<file path="config.mk">
export PLATFORM = sky130hd
export DESIGN_NAME = cmm_mac
export DESIGN_NICKNAME = d
export VERILOG_FILES = /design/src/rtl/cmm_pkg.sv /design/src/rtl/cmm_mac.sv
export SDC_FILE = /design/constraint.sdc
export NUM_CORES = 2
export LEC_CHECK = 0
export BUFFER_PORTS_ARGS = -buffer_cell sky130_fd_sc_hd__buf_2
export CAP_MARGIN = 25
export CORE_MARGIN = 2
export CORE_UTILIZATION = 50
export DETAILED_ROUTE_END_ITERATION = 16
export PLACE_DENSITY = 0.66
export SYNTH_ARGS = -nofsm -noshare
export SYNTH_HDL_FRONTEND = slang
export SYNTH_SLANG_ARGS = --single-unit
</file>
<file path="constraint.sdc">
create_clock -name clk -period 5.5 [get_ports clk]
set_input_delay 0.825 -clock clk [delete_from_list [all_inputs] [get_ports clk]]
set_output_delay 0.825 -clock clk [all_outputs]
set_load 0.02 [all_outputs]
</file>
<file path="src/rtl/cmm_pkg.sv">
package cmm_pkg;

    // field widths of the request and result items
    localparam int CMD_W   = 2;
    localparam int IDX_W   = 3;
    localparam int ELEM_W  = 16;
    localparam int OUT_W   = 24;
    localparam int DIM_W   = 4;
    localparam int CFG_A_W = 4;
    localparam int WORD_W  = 2 * ELEM_W;

    // product of two Q1.14 values has 28 fraction bits; eight terms fit in 36 bits
    localparam int PROD_W    = 2 * ELEM_W;
    localparam int ACC_W     = 36;
    localparam int FRAC_DROP = 14;
    localparam int ROUND_HALF = 8192;

    // request commands
    localparam logic [CMD_W-1:0] CMD_LOAD_A = 2'd0;
    localparam logic [CMD_W-1:0] CMD_LOAD_B = 2'd1;
    localparam logic [CMD_W-1:0] CMD_START  = 2'd2;

    // configuration register indexes
    localparam logic [CFG_A_W-1:0] REG_ROWS_OF_A = 4'd0;
    localparam logic [CFG_A_W-1:0] REG_COLS_OF_A = 4'd1;
    localparam logic [CFG_A_W-1:0] REG_ROWS_OF_B = 4'd2;
    localparam logic [CFG_A_W-1:0] REG_COLS_OF_B = 4'd3;

    localparam logic [DIM_W-1:0] DIM_RESET = 4'd2;

    // result status codes
    localparam logic STATUS_OK      = 1'b0;
    localparam logic STATUS_DIM_ERR = 1'b1;

    typedef struct packed {
        logic [CMD_W-1:0]         cmd;
        logic [IDX_W-1:0]         row;
        logic [IDX_W-1:0]         col;
        logic signed [ELEM_W-1:0] real_part;
        logic signed [ELEM_W-1:0] imag_part;
    } cmm_req_t;

    typedef struct packed {
        logic [IDX_W-1:0]        out_row;
        logic [IDX_W-1:0]        out_col;
        logic signed [OUT_W-1:0] out_real;
        logic signed [OUT_W-1:0] out_imag;
        logic                    last;
        logic                    status;
    } cmm_res_t;

    // control that travels with a pair of store words into the mac
    typedef struct packed {
        logic valid;
        logic first;
        logic last;
    } cmm_mac_ctl_t;

    typedef enum logic [1:0] {
        ST_IDLE,
        ST_ISSUE,
        ST_DRAIN,
        ST_ERROR
    } cmm_state_t;

    localparam logic signed [ACC_W-1:0] SAT_HI =
        {{(ACC_W-OUT_W+1){1'b0}}, {(OUT_W-1){1'b1}}};
    localparam logic signed [ACC_W-1:0] SAT_LO =
        {{(ACC_W-OUT_W+1){1'b1}}, {(OUT_W-1){1'b0}}};

    // drop 14 fraction bits, tie toward plus infinity, saturate to 24 bits
    function automatic logic signed [OUT_W-1:0] round_sat(input logic signed [ACC_W-1:0] x);
        logic signed [ACC_W-1:0] y;
        logic signed [ACC_W-1:0] q;
        logic signed [OUT_W-1:0] r;
        y = x + ACC_W'(ROUND_HALF);
        q = y >>> FRAC_DROP;
        if (q > SAT_HI) begin
            r = SAT_HI[OUT_W-1:0];
        end else if (q < SAT_LO) begin
            r = SAT_LO[OUT_W-1:0];
        end else begin
            r = q[OUT_W-1:0];
        end
        return r;
    endfunction

endpackage

</file>
<file path="src/rtl/cmm_mac.sv">
module cmm_mac
    import cmm_pkg::*;
(
    input  logic                     clk,
    input  logic                     rst_n,
    input  cmm_mac_ctl_t             ctl,
    input  logic [WORD_W-1:0]        a_word,
    input  logic [WORD_W-1:0]        b_word,
    output logic                     sum_valid,
    output logic signed [ACC_W-1:0]  sum_real,
    output logic signed [ACC_W-1:0]  sum_imag
);

    logic signed [ELEM_W-1:0] ar, ai, br, bi;
    logic signed [PROD_W-1:0] p_rr_reg, p_ii_reg, p_ri_reg, p_ir_reg;
    cmm_mac_ctl_t             ctl_reg;
    logic signed [ACC_W-1:0]  term_real, term_imag;
    logic signed [ACC_W-1:0]  acc_real_reg, acc_real_next;
    logic signed [ACC_W-1:0]  acc_imag_reg, acc_imag_next;
    logic                     sum_valid_reg;

    assign ar = a_word[ELEM_W-1:0];
    assign ai = a_word[WORD_W-1:ELEM_W];
    assign br = b_word[ELEM_W-1:0];
    assign bi = b_word[WORD_W-1:ELEM_W];

    // product stage
    always_ff @(posedge clk)
    begin
        p_rr_reg <= ar * br;
        p_ii_reg <= ai * bi;
        p_ri_reg <= ar * bi;
        p_ir_reg <= ai * br;
    end

    always_ff @(posedge clk or negedge rst_n)
    begin
        if (!rst_n)
        begin
            ctl_reg       <= '0;
            sum_valid_reg <= 1'b0;
        end
        else
        begin
            ctl_reg       <= ctl;
            sum_valid_reg <= ctl_reg.valid && ctl_reg.last;
        end
    end

    // accumulate stage, restarted by the first term of each element
    assign term_real = ACC_W'(p_rr_reg) - ACC_W'(p_ii_reg);
    assign term_imag = ACC_W'(p_ri_reg) + ACC_W'(p_ir_reg);

    always_comb
    begin
        acc_real_next = acc_real_reg;
        acc_imag_next = acc_imag_reg;
        if (ctl_reg.valid)
        begin
            if (ctl_reg.first)
            begin
                acc_real_next = term_real;
                acc_imag_next = term_imag;
            end
            else
            begin
                acc_real_next = acc_real_reg + term_real;
                acc_imag_next = acc_imag_reg + term_imag;
            end
        end
    end

    always_ff @(posedge clk)
    begin
        acc_real_reg <= acc_real_next;
        acc_imag_reg <= acc_imag_next;
    end

    assign sum_valid = sum_valid_reg;
    assign sum_real  = acc_real_reg;
    assign sum_imag  = acc_imag_reg;

endmodule

</file>
==> results.yml <==
outcome:
  run_status: "finished with violations"
  violations: "negative setup slack"
hold_path:
  holdCritStartpoint: "ctl[2]"
  hold_class: "in2reg"
  hold_path_end: "ctl_reg[2]"
  min_path_cells: 1
clocking:
  cts_tree: "built"
  cts_sinks: 204
  cts_max_level: 1
  clk_path_buf_depth: 3
  cts_inserted_buffers: 26
  cts.clk_slew.worst_paths_ps: 70
  root_buffer: "clkbuf_16"
  insertion_delay_ps: 600
routing:
  first_pass_iters: 5
  drc: 0
  wl_um: 135700
  via_per_inst: 5.179
  vias: 40201
  drtAntennaViolNets: 0
  wl_per_cell_um: 17.48
  drt_iter0_drc: 2449
synthesis:
  postSynthCellCount: 5605
  ys_ff_latch: 204
  post_synth_main_area_contributors: "fa_1 41%, ha_1 11%, inv_1 9.0%, and2_1 6.2%, dfxtp_1 5.0%"
  synth_nets: 7188
  async_flop_share: 0.01961
  yosysTopAreaCell: "fa_1"
  synthesis.area_sq_um: 51230
  yosys_warnings: 0
  synth_edf_count: 72
  seq_area_frac_synth: 0.09417
  synth_top_area_frac: 0.4111
  avgSynthCellArea_sq_um: 9.141
  synth_ff_type: "dfxtp_1"
  yosysUniqueCellTypes: 78
setup_path:
  arrival_ps: 6590
  worst-r2r-setup-slack_ps: 40
  cp-end-kind: "register"
  crit_fanout: 7
  reg2reg_depth: 24
  slowest_delay_ps: 550
  rr_endpoint: "sum_imag[35]"
  cp_slowest_cell: "fa_1"
  regToRegStartpoint: "p_ir_reg[0]"
  path_common_cell: "fa_1"
  crit_path_cell_trace: "buf_12 > buf_4 > and2_1 > fa_1 > inv_1 > fa_1 > fa_1 > fa_1 > inv_1 > fa_1 > fa_1 > ha_4 > a211o_1 > a2111oi_4 > o2bb2ai_1 > a31o_2 > a21o_1 > a41o_1 > o41ai_4 > o2111ai_1 > a21oi_1 > xnor2_1"
  cp.required_ps: 6010
  critPathLaunchType: "input pin"
  path_class: "in2reg"
die:
  die_h_um: 324.1
  initial_utilization: 0.5036
  fp-row-count: 117
  core_area_sq_um: 101700
  ioPinCount: 142
  dieArea_sq_um: 105000
  die_w_um: 324.1
final_layout:
  layoutNonFillerInstCount: 7763
  fill_cells: 8461
  drive_above_1_share: 0.2284
  syn_to_final_growth_pct: 24.37
  final_nets: 7955
place:
  place_hpwl_um: 113000
  io_buffers: 141
  gp_routability_congestion: 0.8988
  dp_cells: 7607
timing:
  layout_min_cycle_time_ps: 6079
  setup_viol: 51
  fin_ws_ps: -578.8
  fin_skew_ps: 35.33
  maxSlewHeadroom: 0.4181
  rsz0062_at_grt: "true"
  finalMaxSlewViolations: 0
  fin_crit_sh: 1.105
  max_freq_mhz: 164.5
  worst_pin_slew_ps: 872.9
  hold_viol: 0
grt:
  antenna_found_initial: 6
  grt_max_degree: 72
  grt_pass1_vias: 41648
  overflow: 0
  grt.total_usage: 0.2665
  grt_pass1_wl_um: 220200
run:
  maxCapViolations: 0
==> cells in the mapped netlist, types with 12 or more instances <==
| cell type | count |
|---|---|
| and2_1 | 506 |
| a21oi_1 | 201 |
| xnor2_1 | 184 |
| or3_1 | 13 |
| a31oi_1 | 19 |
| o31ai_1 | 13 |
| nor2_1 | 183 |
| fa_1 | 1052 |
| xor2_1 | 64 |
| o21a_1 | 35 |
| nand2_1 | 586 |
| edfxtp_1 | 72 |
| o21bai_1 | 45 |
| clkbuf_1 | 209 |
| o21ai_0 | 147 |
| mux2_2 | 15 |
| o211ai_1 | 14 |
| nand2b_1 | 38 |
| nand3_1 | 34 |
| dfxtp_1 | 128 |
| and3_1 | 12 |
| ha_1 | 462 |
| nor3_1 | 40 |
| a21o_1 | 87 |
| nand4_1 | 19 |
| inv_1 | 1229 |
| a211oi_1 | 31 |
| nor2b_1 | 22 |
==> logic make-up (layout without fill, tap and decap cells) <==
logic type / Yosys count / count (layout) / synth area share
multiplexers: 16 / 16 / 0.003492
buffers and inverters: 1443 / 2230 / 0.1057
AO/OA/AOI/OAI: 691 / 691 / 0.08643
XOR/XNOR: 248 / 248 / 0.04240
flip-flops: 204 / 204 / 0.09417
other: 0 / 3 / 0
AND/OR/NAND/NOR: 1489 / 1489 / 0.1439
adder cells (fa/ha/maj): 1514 / 1514 / 0.5239
==> layout make-up <==
type	count	area, sq um	area share
Multi-Input combinational cell	3958	43300	0.6796
Timing Repair Buffer	953	8371	0.1314
Sequential cell	204	4835	0.07588
Inverter	1229	4616	0.07244
Tap cell	1368	1712	0.02686
Clock buffer	40	754.5	0.01184
Clock inverter	8	122.6	0.001924
Antenna cell	3	7.507	0.0001178
==> metrics by stage <==
stage / utilization / setup WS (ps) / instance area, sq um / hold slack, ps / TNS, ps
finish: 0.6263 / -578.8 / 63720 / 322.2 / -15680
global route: 0.6262 / -789.1 / 63710 / 312.5 / -24520
CTS: 0.6117 / -670.8 / 62240 / 298.8 / -14180
detailed placement: 0.5823 / -1667 / 59240 / 453.0 / -76040
global placement: 0.5823 / -1585 / 59240 / 431.2 / -71530
floorplan: - / -1000 / 52250 / 427.7 / -16440
==> layer usage <==
metal,GRT usage,share of wire,vias to the layer above
li1,-,-,18713
met1,0.3861,0.45,20301
met2,0.4172,0.46,1041
met3,0.03808,0.066,140
met4,0.07603,0.031,6
met5,0,0.00026,-
==> critical path: cells and delay by family <==
kind,cells,cell delay (ps)
compound gates,9,2020
fa+ha+maj,7,3050
xor+xnor,1,130
buf+inv,4,380
simple gates,1,170
==> cell usage in the layout (no fill, tap or decap), types with 19 or more instances in the layout <==
master / instances
a211oi_1: 22
a21o_1: 87
a21oi_1: 152
a21oi_2: 41
and2_1: 454
and2_4: 52
buf_12: 58
buf_2: 84
buf_4: 676
buf_6: 96
buf_8: 30
clkbuf_16: 30
dfxtp_1: 126
edfxtp_1: 72
fa_1: 990
fa_2: 62
ha_1: 414
ha_4: 37
inv_1: 1181
inv_2: 47
nand2_1: 566
nand2b_1: 37
nand3_1: 25
nand4_1: 19
nor2_1: 163
nor2b_1: 22
nor3_1: 31
o21a_1: 35
o21ai_0: 118
o21bai_1: 40
xnor2_1: 172
xor2_1: 56
==> worst max-delay path by stage <==
stage          startpoint           end  cells after the start
2_1_floorplan   a_word[8]  p_rr_reg[31]                     23
3_3_place_gp    a_word[9]  p_rr_reg[30]                     24
3_5_place_dp    a_word[9]  p_rr_reg[30]                     24
4_1_cts         a_word[5]  p_rr_reg[30]                     26
5_1_grt         b_word[3]  p_rr_reg[30]                     27
6_report        b_word[4]  p_rr_reg[31]                     22
==> what timing repair did <==
action | in CTS | in global routing
endpoints found under the setup margin | 68 | 80
hold endpoints to repair | 4 | 0
setup buffers | 73 | 46
hold buffers | 1 | 0
gates cloned | 3 | 3
resized for setup | 388 | 265
pin swaps | 184 | 234
Power is left out: the tool's default activity adds up to more than one toggle a clock period on the data nets, which glitch-free logic cannot reach.
